==> src/rtl/c2p_pkg.sv <==
package c2p_pkg;

    // Field widths
    localparam int XyW     = 16;
    localparam int RadW    = 16;
    localparam int AngW    = 15;
    localparam int DistW   = 17;
    localparam int DiffW   = 16;

    // CORDIC angle arithmetic, angle units of 2^-14 degree
    localparam int TableLen        = 24;
    localparam int AngShift        = 14;
    localparam int GuardBits       = 8;
    localparam int HalfTurnDeg     = 180;
    localparam int FullTurn64      = 2 * HalfTurnDeg * 64;
    localparam int DefCordicStages = 16;
    localparam int ZW              = 25;
    localparam int CW              = 27;

    // Square root pipeline
    localparam int SqInW   = 34;
    localparam int SqSteps = 17;
    localparam int SqLat   = SqSteps + 3;

    // Configuration register indexes
    typedef enum logic [0:0] {
        REG_REF_X = 1'b0,
        REG_REF_Y = 1'b1
    } t_cfg_idx;

    // atan(2^-i) in units of 2^-14 degree
    function automatic logic signed [ZW-1:0] atan_entry(input int idx);
        logic signed [ZW-1:0] v;
        unique case (idx)
            0:  v = 25'sd737280;
            1:  v = 25'sd435242;
            2:  v = 25'sd229970;
            3:  v = 25'sd116736;
            4:  v = 25'sd58595;
            5:  v = 25'sd29326;
            6:  v = 25'sd14667;
            7:  v = 25'sd7334;
            8:  v = 25'sd3667;
            9:  v = 25'sd1833;
            10: v = 25'sd917;
            11: v = 25'sd458;
            12: v = 25'sd229;
            13: v = 25'sd115;
            14: v = 25'sd57;
            15: v = 25'sd29;
            16: v = 25'sd14;
            17: v = 25'sd7;
            18: v = 25'sd4;
            19: v = 25'sd2;
            20: v = 25'sd1;
            default: v = '0;
        endcase
        return v;
    endfunction

endpackage

==> src/rtl/c2p_sqrt.sv <==
module c2p_sqrt
    import c2p_pkg::*;
#(
    parameter int DELAY = 0
) (
    input  logic                    i_clk,
    input  logic                    i_en,
    input  logic signed [DistW-1:0] i_a,
    input  logic signed [DistW-1:0] i_b,
    output logic        [DistW-1:0] o_root
);
    logic [SqInW-1:0] r_sa, r_sb;
    logic [SqInW-1:0] r_n   [0:SqSteps];
    logic [SqInW-1:0] r_res [0:SqSteps];
    logic [DistW-1:0] r_root;

    logic signed [SqInW-1:0] w_pa, w_pb;

    // Form the squares at full product width
    assign w_pa = i_a * i_a;
    assign w_pb = i_b * i_b;

    // Square both terms, then sum them
    always_ff @(posedge i_clk) begin
        if (i_en) begin
            r_sa     <= $unsigned(w_pa);
            r_sb     <= $unsigned(w_pb);
            r_n[0]   <= r_sa + r_sb;
            r_res[0] <= '0;
        end
    end

    // One result bit per stage, restoring method
    for (genvar k = 0; k < SqSteps; k++) begin : g_step
        localparam logic [SqInW-1:0] Bit = SqInW'(1) << (2 * (SqSteps - 1 - k));
        logic [SqInW-1:0] w_t;
        assign w_t = r_res[k] + Bit;
        always_ff @(posedge i_clk) begin
            if (i_en) begin
                if (r_n[k] >= w_t) begin
                    r_n[k+1]   <= r_n[k] - w_t;
                    r_res[k+1] <= (r_res[k] >> 1) + Bit;
                end else begin
                    r_n[k+1]   <= r_n[k];
                    r_res[k+1] <= r_res[k] >> 1;
                end
            end
        end
    end

    // Round to nearest: the remainder is v - res^2
    always_ff @(posedge i_clk) begin
        if (i_en) begin
            r_root <= (r_n[SqSteps] > r_res[SqSteps]) ? DistW'(r_res[SqSteps] + 1'b1)
                                                      : DistW'(r_res[SqSteps]);
        end
    end

    if (DELAY == 0) begin : g_nodly
        assign o_root = r_root;
    end else begin : g_dly
        logic [DistW-1:0] r_dly [0:DELAY-1];
        always_ff @(posedge i_clk) begin
            if (i_en) begin
                r_dly[0] <= r_root;
                for (int k = 1; k < DELAY; k++) begin
                    r_dly[k] <= r_dly[k-1];
                end
            end
        end
        assign o_root = r_dly[DELAY-1];
    end
endmodule

==> config.mk <==
export PLATFORM = sky130hd
export DESIGN_NAME = c2p_sqrt
export DESIGN_NICKNAME = d
export VERILOG_FILES = /design/src/rtl/c2p_pkg.sv /design/src/rtl/c2p_sqrt.sv
export SDC_FILE = /design/constraint.sdc
export NUM_CORES = 2
export LEC_CHECK = 0
export ABC_AREA = 0
export ABC_CLOCK_PERIOD_IN_PS = 11050
export BUFFER_PORTS_ARGS = -buffer_cell sky130_fd_sc_hd__clkbuf_2
export CORE_ASPECT_RATIO = 1.5
export CORE_MARGIN = 2
export CORE_UTILIZATION = 45
export CTS_BUF_LIST = sky130_fd_sc_hd__clkbuf_16
export DETAILED_ROUTE_END_ITERATION = 12
export GPL_TIMING_DRIVEN = 0
export MAX_ROUTING_LAYER = met4
export PLACE_DENSITY_LB_ADDON = 0.12
export REMOVE_ABC_BUFFERS = 1
export SYNTH_ARGS = -nofsm -noshare
export SYNTH_HDL_FRONTEND = slang
export SYNTH_SLANG_ARGS = --single-unit
==> constraint.sdc <==
create_clock -name i_clk -period 11.05 [get_ports i_clk]
set_clock_uncertainty 0.1 [all_clocks]
set_input_delay 0 -clock i_clk [delete_from_list [all_inputs] [get_ports i_clk]]
set_output_delay 0 -clock i_clk [all_outputs]
set_load 0.01 [all_outputs]
== Word level (Yosys, flattened, before mapping) ==
Memories as Yosys holds them, arrays and structs flattened.
Cells that the tools add are included.

* Bits in registers: 85
* Memory bits (writable): 1224
* Input port bits: 36
* Output and inout bits: 17
* Word-level logic and storage cells: 251
* Memories: 2

* $add $sub $neg: 53
* Multiply operators: 2
* $lt $le $gt $ge: 18
* Muxes and demuxes: 139
* Bitwise logic cells: 34

{| class="wikitable"
|+ Memories
! name !! depth !! bits a word !! rd ports !! clocked after memory_dff !! write ports !! line !! RTL
|-
| r_n || 18 || 34 || 18 || 0 || 18 || c2p_sqrt.sv:13 || <nowiki>logic [SqInW-1:0] r_n [0:SqSteps];</nowiki>
|-
| r_res || 18 || 34 || 18 || 0 || 18 || c2p_sqrt.sv:14 || <nowiki>logic [SqInW-1:0] r_res [0:SqSteps];</nowiki>
|}

{| class="wikitable"
|+ Operators with widths
! kind !! number
|-
| $mux W34 || 34
|-
| $ge A34 B34 Y1 || 17
|-
| $sub A34 B34 Y34 || 17
|-
| $mux W1 || 104
|-
| $mul A17 B17 Y34 || 2
|-
| $add A33 B1 Y34 const B || 1
|-
| $add A33 B11 Y34 const B || 1
|-
| $add A33 B13 Y34 const B || 1
|-
| $add A33 B15 Y34 const B || 1
|-
| $add A33 B17 Y34 const B || 1
|-
| $add A33 B19 Y34 const B || 1
|-
| $add A33 B21 Y34 const B || 1
|-
| $add A33 B23 Y34 const B || 1
|-
| $add A33 B25 Y34 const B || 1
|-
| $add A33 B27 Y34 const B || 1
|-
| $add A33 B29 Y34 const B || 1
|-
| $add A33 B3 Y34 const B || 1
|-
| $add A33 B31 Y34 const B || 1
|-
| $add A33 B33 Y34 const B || 1
|-
| $add A33 B5 Y34 const B || 1
|-
| $add A33 B7 Y34 const B || 1
|-
| $add A33 B9 Y34 const B || 1
|-
| $add A34 B1 Y34 const B || 1
|-
| $add A34 B11 Y34 const B || 1
|-
| 20 further kinds || 53
|}

== Logic depth before layout (Yosys ltp) ==
* Word-level depth: 6
* Gate-level depth with buffers: 25
* Gate-level depth less buffers: 24

== Worst setup path before layout ==
No wires, ideal clock.

* Path type: input to register
* From: input port i_a[16]
* To: register r_sa[33] (data pin)
* Library setup time: 260 ps
* Arrival: 5757 ps
* Required time: 10690 ps
* Path slack: 4933 ps
* Stages: 20
* Path buffers: 2
* Cells stage by stage: clkbuf_1 -> clkbuf_1 -> and2_1 -> fa_1 -> fa_1 -> fa_1 -> fa_1 -> fa_1 -> inv_1 -> fa_1 -> inv_1 -> ha_1 -> a21o_1 -> a21o_1 -> or4_1 -> o211ai_1 -> nand4_1 -> a31oi_1 -> o21ai_0 -> xnor2_1

* Word-level cells in the longest chain between the ends: 1

{| class="wikitable"
|+ Ends and longest elaborated chain
! element !! line !! RTL
|-
| from (decl) || c2p_sqrt.sv:8 || <nowiki>input logic signed [DistW-1:0] i_a,</nowiki>
|-
| $mul A17 B17 Y34 || c2p_sqrt.sv:20 || <nowiki>assign w_pa = i_a * i_a;</nowiki>
|-
| named net w_pa[33] || c2p_sqrt.sv:17 || <nowiki>logic signed [SqInW-1:0] w_pa, w_pb;</nowiki>
|-
| to (signal assigned) || c2p_sqrt.sv:26 || <nowiki>r_sa <= $unsigned(w_pa);</nowiki>
|-
| to (decl) || c2p_sqrt.sv:12 || <nowiki>logic [SqInW-1:0] r_sa, r_sb;</nowiki>
|}

The timed path passes the listed nets, and every way through them passes these cells.
A chain may end at the register's enable or synchronous reset.

== Worst setup path after layout ==
* From: input port i_a[0]
* To: register r_sa[33] (data pin)

The elaborated chain is that of the path after synthesis.

==> impl_metrics.json <==
{
  "totalWireLength_microns": 139000,
  "antenna_found_initial": 3,
  "yosys.area_share.simple_pct": 11.2,
  "ctsRootBufferMaster": "clkbuf_16",
  "synth-compound-area-share_pct": 7.47,
  "multi_input_area_sq_um": 30400,
  "min_period_over_period_pct": 59.6,
  "use_met3_pct": 2.01,
  "ys_ff_latch": 848,
  "r2r_setup_slack_ns": 6.77,
  "synth_most_common_cell": "inv_1",
  "grt_max_degree": 124,
  "cts_max_level": 3,
  "numCtsBuffers": 84,
  "syn_to_final_growth_pct": 8.67,
  "status": "completed",
  "r2r_start": "r_n[15][9]",
  "cp-endpoint": "r_sa[33]",
  "overflow": 0,
  "synthAdderAreaFrac_pct": 26.1,
  "coreArea_sq_um": 132000,
  "syn_inst": 5238,
  "portBuffers": 52,
  "dp_hpwl_microns": 112000,
  "die_w_microns": 302,
  "firstDrtPassIters": 7,
  "max_freq_ghz": 0.152,
  "r2r-end": "r_n[16][6]",
  "clock_latency_ns": 0.69,
  "cp_top_family": "adder cells",
  "yosys_warnings": 0,
  "crit_path_top_delay_cell": "fa_1",
  "drt_iter0_drc": 1495,
  "worstPathCellList": "dlygate4sd3_1 > clkbuf_2 > and2_1 > ha_1 > fa_1 > inv_1 > fa_1 > inv_1 > fa_1 > inv_1 > fa_1 > inv_1 > ha_1 > a21o_1 > a21o_1 > or4_1 > o211ai_1 > nand4_1 > a31oi_1 > o21ai_0 > xnor2_1",
  "ys_seq_area_share_pct": 42.5,
  "vias": 37300,
  "drive_gt1_share_pct": 4.87,
  "cts.sinks": 848,
  "fin_crit_ns": 6.59,
  "rows": 163,
  "path_max_fanout": 20,
  "gr-usage-met2_pct": 46.9,
  "initial_core_util_pct": 45.4,
  "die_h_microns": 451,
  "synth.distinct_cells": 82,
  "regArea_sq_um": 25500,
  "cts_tree": "yes",
  "grt_pass1_wl_microns": 217000,
  "grt_busiest_layer": "met2",
  "ioPinCount": 53,
  "nets": 6251,
  "setup_viol": 0,
  "instances_no_fill": 7088,
  "cp.depth": 21,
  "cp-end-kind": "register",
  "fill_cells": 12100,
  "clock_tree.buffer_depth": 3,
  "muxShareOfSynthArea_pct": 0.504,
  "drv_slew": 0,
  "criticalPathCategory": "input pin to register",
  "hold_path_class": "input pin to register",
  "cts_resized": 0,
  "viasPerCell": 5.27,
  "synth_top_cell_area_share_pct": 42.5,
  "placedCellCount": 6929,
  "cap_violations": 0,
  "track_usage_pct": 21.6,
  "met1_usage_pct": 16.9,
  "avgSynthCellArea_sq_um": 11.4,
  "wl_per_cell_microns": 19.6,
  "synth_edf_count": 848,
  "synth_top_family_by_area": "adder cells",
  "worst-r2r-cell-count": 10,
  "ys_top_cells_by_area": "edfxtp_1, fa_1, ha_1",
  "ys.flop_type": "edfxtp_1",
  "synth.largest_area_cell": "edfxtp_1",
  "slew_headroom_pct": 14.3,
  "grt_pass1_vias": 40300,
  "syn_area_sq_um": 59900,
  "gp_congestion": 0.868,
  "die_area_sq_um": 136000,
  "synth_common_cells": "inv_1, edfxtp_1, fa_1, ha_1, nand2_1",
  "clkSlewWorstSetupHoldPaths_ns": 0.06,
  "synthArstFlopShare_pct": 0,
  "worst-endpoint-arrival_ns": 6.88,
  "final-hold-violation-count": 0,
  "cpPeakStageDelay_ns": 0.99,
  "tightest_slew_ns": 1.27,
  "crit_required_ns": 11.35,
  "ant_nets": 0,
  "synth_xor_area_share_pct": 5.44,
  "drc_errors": 0,
  "cp-start-kind": "input pin",
  "startpoint": "i_a[0]",
  "rsz0062_at_grt": "no",
  "critPathBufInv": 6
}
==> cells by family after synthesis <==
family / Yosys count
AO/OA/AOI/OAI: 700
XOR/XNOR: 372
adder cells (fa/ha/maj): 929
buffers and inverters: 1068
flip-flops: 848
multiplexers: 28
AND/OR/NAND/NOR: 1293
==> worst min-delay path, cell delays in order <==
cell	delay [ns]
clkbuf_2	0.25
inv_1	0.30
nor2_1	0.12
==> final cells by class <==
class	instances	area share (%)
multi-input combinational	3322	46.8
antenna	1	0.00385
clock buffer	85	3.27
clock inverter	70	0.983
inverter	956	5.52
tap	1732	3.33
timing repair buffer	74	0.985
sequential	848	39.1
==> flip-flops by register name, summed over array words and instances, names as in the netlist <==
register	cells
o_root	17
r_sb	33
r_res	153
r_n	612
r_sa	33
==> through the flow <==
step	TNS, ns	util, %	area [sq um]	hold slack, ns	setup WS (ns)
floorplan	0	-	59400	-0.00113	5.32
global placement	-6578.65	46.9	61800	0.301	-9.13
detailed placement	0	47.2	62200	0.305	4.02
CTS	0	49.4	65000	0.0479	4.48
global route	0	49.4	65000	0.119	4.07
finish	0	49.4	65000	0.0950	4.46
==> how the worst min path moves through the flow <==
stage	endpoint	startpoint	cells past startpoint	slack (ns)
floorplan	r_sa[0]	i_a[0]	0	-0.001
global placement	r_n[1][27]	r_n[0][27]	0	0.30
finish	r_sb[2]	i_b[1]	3	0.1
global route	r_sb[2]	i_b[1]	3	0.12
detailed placement	r_n[1][0]	r_n[0][0]	0	0.30
CTS	r_sb[2]	i_b[1]	3	0.05
==> cell usage in the layout (no fill, tap or decap), drive strengths merged, types with 26 or more instances in the layout <==
| cell | instances |
|---|---|
| o21a | 73 |
| xnor2 | 217 |
| edfxtp | 848 |
| clkinv | 38 |
| and2 | 120 |
| nand2b | 56 |
| nor2b | 63 |
| a21oi | 149 |
| nor2 | 212 |
| nand4 | 44 |
| and3 | 26 |
| ha | 397 |
| nor4 | 74 |
| clkbuf | 137 |
| or3 | 45 |
| fa | 532 |
| nand2 | 364 |
| xor2 | 155 |
| nand3 | 53 |
| inv | 977 |
| a21o | 84 |
| o21ai | 225 |
| nor3 | 111 |
==> timing repair <==
action / CTS / global route
hold buffers: 3 / 0
endpoints found under the hold margin: 77 / 0
buffers inserted: 0 / 0
==> metal layers <==
layer	wire length (microns)	vias to the layer above
met4	6960	0
met1	39800	18700
met5	0	-
met2	89200	540
met3	2900	294
li1	-	17800
Power is left out: the tool's default activity adds up to more than one toggle a clock period on the data nets, which glitch-free logic cannot reach.
