===== config.mk =====
export PLATFORM = sky130hd
export DESIGN_NAME = c2p_cordic
export DESIGN_NICKNAME = d
export VERILOG_FILES = /design/src/rtl/c2p_pkg.sv /design/src/rtl/c2p_cordic.sv
export SDC_FILE = /design/constraint.sdc
export NUM_CORES = 2
export LEC_CHECK = 0
export BUFFER_PORTS_ARGS = -buffer_cell sky130_fd_sc_hd__buf_2
export CAP_MARGIN = 20
export CORE_MARGIN = 8
export CORE_UTILIZATION = 55
export CTS_BUF_LIST = sky130_fd_sc_hd__clkbuf_4
export CTS_CLUSTER_DIAMETER = 60
export DETAILED_ROUTE_END_ITERATION = 8
export PLACE_DENSITY_LB_ADDON = 0.12
export SLEW_MARGIN = 20
export SYNTH_ARGS = -nofsm -noshare
export SYNTH_HDL_FRONTEND = slang
export SYNTH_SLANG_ARGS = --single-unit

===== constraint.sdc =====
create_clock -name i_clk -period 6.9 [get_ports i_clk]
set_input_delay 0.69 -clock i_clk [delete_from_list [all_inputs] [get_ports i_clk]]
set_output_delay 0.69 -clock i_clk [all_outputs]
set_load 0.02 [all_outputs]

===== src/rtl/c2p_pkg.sv =====
package c2p_pkg;

    // Field widths
    localparam int XyW     = 16;
    localparam int RadW    = 16;
    localparam int AngW    = 15;
    localparam int DistW   = 17;
    localparam int DiffW   = 16;

    // CORDIC angle arithmetic, angle units of 2^-14 degree
    localparam int TableLen        = 24;
    localparam int AngShift        = 14;
    localparam int GuardBits       = 8;
    localparam int HalfTurnDeg     = 180;
    localparam int FullTurn64      = 2 * HalfTurnDeg * 64;
    localparam int DefCordicStages = 16;
    localparam int ZW              = 25;
    localparam int CW              = 27;

    // Square root pipeline
    localparam int SqInW   = 34;
    localparam int SqSteps = 17;
    localparam int SqLat   = SqSteps + 3;

    // Configuration register indexes
    typedef enum logic [0:0] {
        REG_REF_X = 1'b0,
        REG_REF_Y = 1'b1
    } t_cfg_idx;

    // atan(2^-i) in units of 2^-14 degree
    function automatic logic signed [ZW-1:0] atan_entry(input int idx);
        logic signed [ZW-1:0] v;
        unique case (idx)
            0:  v = 25'sd737280;
            1:  v = 25'sd435242;
            2:  v = 25'sd229970;
            3:  v = 25'sd116736;
            4:  v = 25'sd58595;
            5:  v = 25'sd29326;
            6:  v = 25'sd14667;
            7:  v = 25'sd7334;
            8:  v = 25'sd3667;
            9:  v = 25'sd1833;
            10: v = 25'sd917;
            11: v = 25'sd458;
            12: v = 25'sd229;
            13: v = 25'sd115;
            14: v = 25'sd57;
            15: v = 25'sd29;
            16: v = 25'sd14;
            17: v = 25'sd7;
            18: v = 25'sd4;
            19: v = 25'sd2;
            20: v = 25'sd1;
            default: v = '0;
        endcase
        return v;
    endfunction

endpackage


===== src/rtl/c2p_cordic.sv =====
module c2p_cordic
    import c2p_pkg::*;
#(
    parameter int STAGES = DefCordicStages,
    parameter int DELAY  = 0
) (
    input  logic                  i_clk,
    input  logic                  i_en,
    input  logic signed [XyW-1:0] i_x,
    input  logic signed [XyW-1:0] i_y,
    output logic        [AngW-1:0] o_angle
);
    localparam int N = (STAGES < TableLen) ? STAGES : TableLen;
    localparam logic signed [ZW-1:0] HalfTurnZ = ZW'(HalfTurnDeg) <<< AngShift;
    localparam logic signed [ZW-1:0] FullTurnZ = ZW'(2 * HalfTurnDeg) <<< AngShift;
    localparam logic signed [ZW-1:0] RoundZ    = ZW'(1) <<< (AngShift - 7);

    logic signed [CW-1:0] r_cx [0:N];
    logic signed [CW-1:0] r_cy [0:N];
    logic signed [ZW-1:0] r_z  [0:N];
    logic                 r_yz [0:N];
    logic                 r_xz [0:N];
    logic                 r_xn [0:N];
    logic                 r_yp [0:N];
    logic [AngW-1:0]      r_ang;

    logic signed [CW-1:0] n_cx, n_cy;
    logic signed [ZW-1:0] w_zw, w_q;
    logic [AngW-1:0]      n_ang;

    // Add guard bits and fold the left half plane onto the right
    always_comb begin
        n_cx = CW'(i_x) <<< GuardBits;
        n_cy = CW'(i_y) <<< GuardBits;
        if (i_x < 0) begin
            n_cx = -n_cx;
            n_cy = -n_cy;
        end
    end

    always_ff @(posedge i_clk) begin
        if (i_en) begin
            r_cx[0] <= n_cx;
            r_cy[0] <= n_cy;
            r_z[0]  <= (i_x < 0) ? HalfTurnZ : '0;
            r_yz[0] <= (i_y == 0);
            r_xz[0] <= (i_x == 0);
            r_xn[0] <= (i_x < 0);
            r_yp[0] <= (i_y > 0);
        end
    end

    // One rotation per stage
    for (genvar i = 0; i < N; i++) begin : g_stage
        always_ff @(posedge i_clk) begin
            if (i_en) begin
                if (r_cy[i] > 0) begin
                    r_cx[i+1] <= r_cx[i] + (r_cy[i] >>> i);
                    r_cy[i+1] <= r_cy[i] - (r_cx[i] >>> i);
                    r_z[i+1]  <= r_z[i] + atan_entry(i);
                end else begin
                    r_cx[i+1] <= r_cx[i] - (r_cy[i] >>> i);
                    r_cy[i+1] <= r_cy[i] + (r_cx[i] >>> i);
                    r_z[i+1]  <= r_z[i] - atan_entry(i);
                end
                r_yz[i+1] <= r_yz[i];
                r_xz[i+1] <= r_xz[i];
                r_xn[i+1] <= r_xn[i];
                r_yp[i+1] <= r_yp[i];
            end
        end
    end

    // Wrap, round to 1/64 degree and apply the axis cases
    always_comb begin
        w_zw = (r_z[N] < 0) ? r_z[N] + FullTurnZ : r_z[N];
        w_q  = (w_zw + RoundZ) >>> (AngShift - 6);
        if (w_q >= ZW'(FullTurn64)) begin
            w_q = w_q - ZW'(FullTurn64);
        end
        if (r_yz[N]) begin
            n_ang = r_xn[N] ? AngW'(HalfTurnDeg * 64) : '0;
        end else if (r_xz[N]) begin
            n_ang = r_yp[N] ? AngW'(HalfTurnDeg * 32) : AngW'(HalfTurnDeg * 96);
        end else begin
            n_ang = w_q[AngW-1:0];
        end
    end

    always_ff @(posedge i_clk) begin
        if (i_en) begin
            r_ang <= n_ang;
        end
    end

    // Align with the longer unit
    if (DELAY == 0) begin : g_nodly
        assign o_angle = r_ang;
    end else begin : g_dly
        logic [AngW-1:0] r_dly [0:DELAY-1];
        always_ff @(posedge i_clk) begin
            if (i_en) begin
                r_dly[0] <= r_ang;
                for (int k = 1; k < DELAY; k++) begin
                    r_dly[k] <= r_dly[k-1];
                end
            end
        end
        assign o_angle = r_dly[DELAY-1];
    end
endmodule


### Word-level counts from Yosys, hierarchy flattened

Memory sizes are Yosys's and may differ from the RTL's.
Index checks and enable logic that the tools add are counted.
Widths: inputs -> output; s select.

* add/sub/neg operators: 100
* $mul: 0
* divide/modulo/power cells: 0
* magnitude comparators: 20
* eq/ne operators: 0
* shifts and indexed selects: 0
* mux-type cells: 155
* bitwise logic cells: 48
* reduce and logical (&&, ||, !) cells: 2

Operators by type and width (count)
* $mux 27: 34
* $gt 27x1->1 const B: 16
* $mux 25: 17
* $mux 1: 98
* $logic_not 32->1: 2
* $mux 15: 4
* $add 27x12->27: 2
* $add 27x13->27: 2
* $add 27x14->27: 2
* $add 27x15->27: 2
* $add 27x16->27: 2
* $add 27x17->27: 2
* $add 27x18->27: 2
* $add 27x19->27: 2
* $add 27x20->27: 2
* $add 27x21->27: 2
* $add 27x22->27: 2
* $add 27x23->27: 2
* $add 27x24->27: 2
* $add 27x25->27: 2
* $add 27x26->27: 2
* $neg 24->27: 2
* $sub 27x12->27: 2
* $sub 27x13->27: 2
* 56 further kinds: 118

* flip-flop bits (word level): 15
* bits in latches: 0
* RAM bits: 1411
* memory bits (read-only): 0
* logic and storage cells: 333
* memories: 7

Memory list
* r_cx: words 17, bits a word 27, rd ports 16, clocked after Yosys merged registers in 0, wr ports 17, line c2p_cordic.sv:18 `logic signed [CW-1:0] r_cx [0:N];`
* r_cy: words 17, bits a word 27, rd ports 16, clocked after Yosys merged registers in 0, wr ports 17, line c2p_cordic.sv:19 `logic signed [CW-1:0] r_cy [0:N];`
* r_z: words 17, bits a word 25, rd ports 17, clocked after Yosys merged registers in 0, wr ports 17, line c2p_cordic.sv:20 `logic signed [ZW-1:0] r_z [0:N];`
* r_xn: words 17, bits a word 1, rd ports 17, clocked after Yosys merged registers in 0, wr ports 17, line c2p_cordic.sv:23 `logic r_xn [0:N];`
* r_xz: words 17, bits a word 1, rd ports 17, clocked after Yosys merged registers in 0, wr ports 17, line c2p_cordic.sv:22 `logic r_xz [0:N];`
* r_yp: words 17, bits a word 1, rd ports 17, clocked after Yosys merged registers in 0, wr ports 17, line c2p_cordic.sv:24 `logic r_yp [0:N];`
* 1 more memories

### Logic depth before layout (Yosys ltp)

An unclocked memory read counts as a cell.

* depth after elaboration: 8
* gate-level depth with buffers: 26

### Least setup slack after synthesis

Ideal clock, no wire load.

* kind: register to register
* start: mem r_cy[12][12]
* end: mem r_cx[13][20] (data pin)
* arrival time: 5771 ps
* setup slack: 863 ps
* cell stages (with the launch flop): 26
* period minus slack after synthesis: 6037 ps
* cells stage by stage: edfxtp_1 inv_1 ha_1 nand2_1 or3_1 nor3_1 nand2_1 nor3_1 o21ai_1 inv_1 clkbuf_1 buf_1 mux2i_1 fa_1 a21o_1 a21oi_1 o21ai_0 a21oi_1 o21bai_1 a211oi_1 o21ai_1 a31oi_1 o21ai_1 a2111oi_0 nor3_1 xor2_1

RTL lines (line)
* from (decl): c2p_cordic.sv:19
* to (decl): c2p_cordic.sv:18

==> results.json <==
{
  "status": "finished, final reports clean",
  "syn_avg_cell_area_um2": 9.90,
  "syn_to_final_growth_pct": 8.47,
  "io-pin-count": 49,
  "hold_viol": 0,
  "maxCapViolations": 0,
  "grtUsageMet3_pct": 4.79,
  "dr_total_vias": 72000,
  "report.final.slew_viol_count": 0,
  "cp-start-kind": "flip-flop",
  "avgViaCountPerCell": 5.92,
  "cp_max_fo": 11,
  "r2r_cells": 23,
  "wl_per_cell_um": 18.8,
  "worstMarginPinSlew_ns": 1.06,
  "min_delay_path_depth": 4,
  "die_area_mm2": 0.182,
  "cts_setup_buffers": 0,
  "ctsRootBufferMaster": "clkbuf_4",
  "cts_tree": "yes",
  "rows": 150,
  "track_usage_pct": 24.5,
  "fin_util_pct": 60.1,
  "use_met1_pct": 33.1,
  "numCtsBuffers": 345,
  "clkSinkCount": 1189,
  "dieHeight_um": 427,
  "wirelength_um": 229000,
  "worstSetupPathType": "reg -> reg",
  "synth_edf_count": 1189,
  "ctsHtreeMaxLevel": 5,
  "layout.cells.most_common": "edfxtp_1",
  "rsz0062_at_grt": "no",
  "regToRegSetupSlack_ns": 0.40,
  "drtIter0Drc": 5216,
  "worst_setup_path_end_kind": "flip-flop",
  "route.detailed.drc": 0,
  "insertion_delay_ns": 1.37,
  "async_reset_ff_share_pct": 0,
  "drive_above_1_share_pct": 7.59,
  "setup_viol": 0,
  "grt_pass1_vias": 69500,
  "fin_skew_ns": 0.158,
  "holdPathEnd": "r_cy[0][26]",
  "use_met2_pct": 40.0,
  "syn-instance-count": 9365,
  "maxSlewHeadroom_pct": 29.3,
  "hp-class": "in -> reg",
  "synth_flop_cell": "edfxtp_1",
  "seq_area_frac_synth_pct": 38.5,
  "period_minus_slack_ns": 6.50,
  "grt.busiest_layer": "met2",
  "grt_max_degree": 87,
  "yosys_warnings": 0,
  "yosysUniqueCellTypes": 98,
  "hp-start": "i_y[15]",
  "clkTransAtPathRegs_ns": 0.06,
  "cp.arrival_ns": 7.51,
  "antenna_found_initial": 9,
  "final.setup.tns_ns": 0,
  "yosysTopAreaCellShare_pct": 38.5,
  "place.gp.congestion": 0.914,
  "yosysTopAreaCell": "edfxtp_1",
  "core_region_area_mm2": 0.167,
  "holdWs_ns": 0.252,
  "grt_overflow": 0,
  "layout_common_cells": "1189 x edfxtp_1, 1067 x ha_1, 962 x xnor2_1, 751 x nor2_1, 731 x a21oi_1",
  "critical_path_required_ns": 7.91,
  "drt-pass1-iter-count": 6,
  "rr_startpoint": "r_cy[5][13]",
  "worst_r2r_endpoint": "r_cx[6][26]",
  "timing.final.crit_share_pct": 94.2,
  "clk_path_buf_depth": 4,
  "grt_pass1_wl_um": 363000,
  "fmax_ghz": 0.154,
  "numPortBuffers": 48,
  "nNetsFinal": 10900,
  "yosys_register_bits": 1189,
  "setup_ws_ns": 0.402,
  "dpl.hpwl_um": 177000,
  "netlist_area_mm2": 0.0928,
  "drtAntennaViolNets": 0,
  "pre_cts_slack_ns": 0.451,
  "yosys-top-cells-area": "edfxtp_1 38%, ha_1 14%, xnor2_1 9.1%, xor2_1 4.0%, a21oi_1 3.9%",
  "start_util_pct": 55.4,
  "fp.dieW_um": 427
}
## flip-flops by register name (all words and copies together), names as in the netlist
signal and flops:
o_angle 15, r_yp 17, r_xz 17, r_z 347, r_cx 359, r_xn 17, r_yz 17, r_cy 400
## kinds of logic after synthesis
group | count (synthesis) | share of synthesized area, %
multiplexers | 41 | 0.460
adder cells (fa/ha/maj) | 1101 | 15.1
other | 1 | 0.00404
AO/OA/AOI/OAI | 2461 | 16.9
AND/OR/NAND/NOR | 2593 | 13.5
XOR/XNOR | 1387 | 13.1
flip-flops | 1189 | 38.5
buffers and inverters | 592 | 2.41
## worst max path at each step
stage                             from           end  slack (ns)  cells past startpoint
after detailed placement   r_cy[5][13]   r_cx[6][26]        0.45                     23
after global placement     r_cy[5][13]   r_cx[6][26]        0.61                     23
after floorplan           r_cy[12][12]  r_cx[13][20]        0.86                     25
after global routing        r_cy[9][9]  r_cx[10][26]       0.002                     26
after CTS                  r_cy[5][13]   r_cx[6][26]        0.39                     23
final                      r_cy[5][13]   r_cx[6][26]        0.40                     23
## per-layer routing
layer	up-vias	part of all wire, %
li1	35500	-
met1	34100	45
met2	1907	46
met3	426	6.4
met4	2	2.6
met5	-	0.0057
## cell usage after synthesis (all sizes together), types with 40 or more instances
master	instances
nand3	173
o21ai	543
nand2b	144
ha	1067
a21boi	43
nand4	43
xnor2	962
nand2	570
nor2b	127
and3	79
o21a	138
o41ai	59
a31oi	85
and2	40
nor4	81
o21bai	110
a211oi	65
xor2	425
a21oi	732
o31ai	146
inv	437
clkbuf	134
a21o	293
nor2	751
nor3	316
or3	104
or2	48
edfxtp	1189
## area by class of cell
type	instances	area (um^2)
Fill cell	14500	66800
Antenna cell	5	12.5
Clock buffer	466	3500
Inverter	440	1650
Tap cell	2204	2760
Timing Repair Buffer	177	1400
Clock inverter	107	706
Multi-Input combinational cell	7585	54900
Sequential cell	1189	35700
## critical path, stage by stage (launching register included)
cell and delay (ns):
edfxtp_1 0.44, or4_1 0.59, or3_1 0.38, nor2_1 0.12, nand2_1 0.08, nor2_1 0.25, nand3b_1 0.23, nor3_1 0.37
o21ai_2 0.17, buf_4 0.24, mux2i_1 0.18, fa_1 0.45, a21o_1 0.18, a21oi_1 0.27, o21ai_1 0.10, a31oi_1 0.25
o21bai_1 0.13, a2111oi_2 0.41, o41ai_1 0.23, a22o_1 0.23, or4_1 0.42, a31o_1 0.22, a21oi_1 0.18, xnor2_1 0.10
## stage by stage
stage                     instance area (um^2)  cells
final                                   101000  12200
after detailed placement                 95700  11500
after floorplan                          92800   9366
after CTS                               101000  12200
after global routing                    101000  12200
after global placement                   95700  11500
## timing repair
item,in CTS,in global routing
hold endpoints to repair,142,0
hold buffers,62,0
endpoints found under the setup margin,0,2
resized for setup,0,1
Power is left out: the tool's default activity adds up to more than one toggle a clock period on the data nets, which glitch-free logic cannot reach.
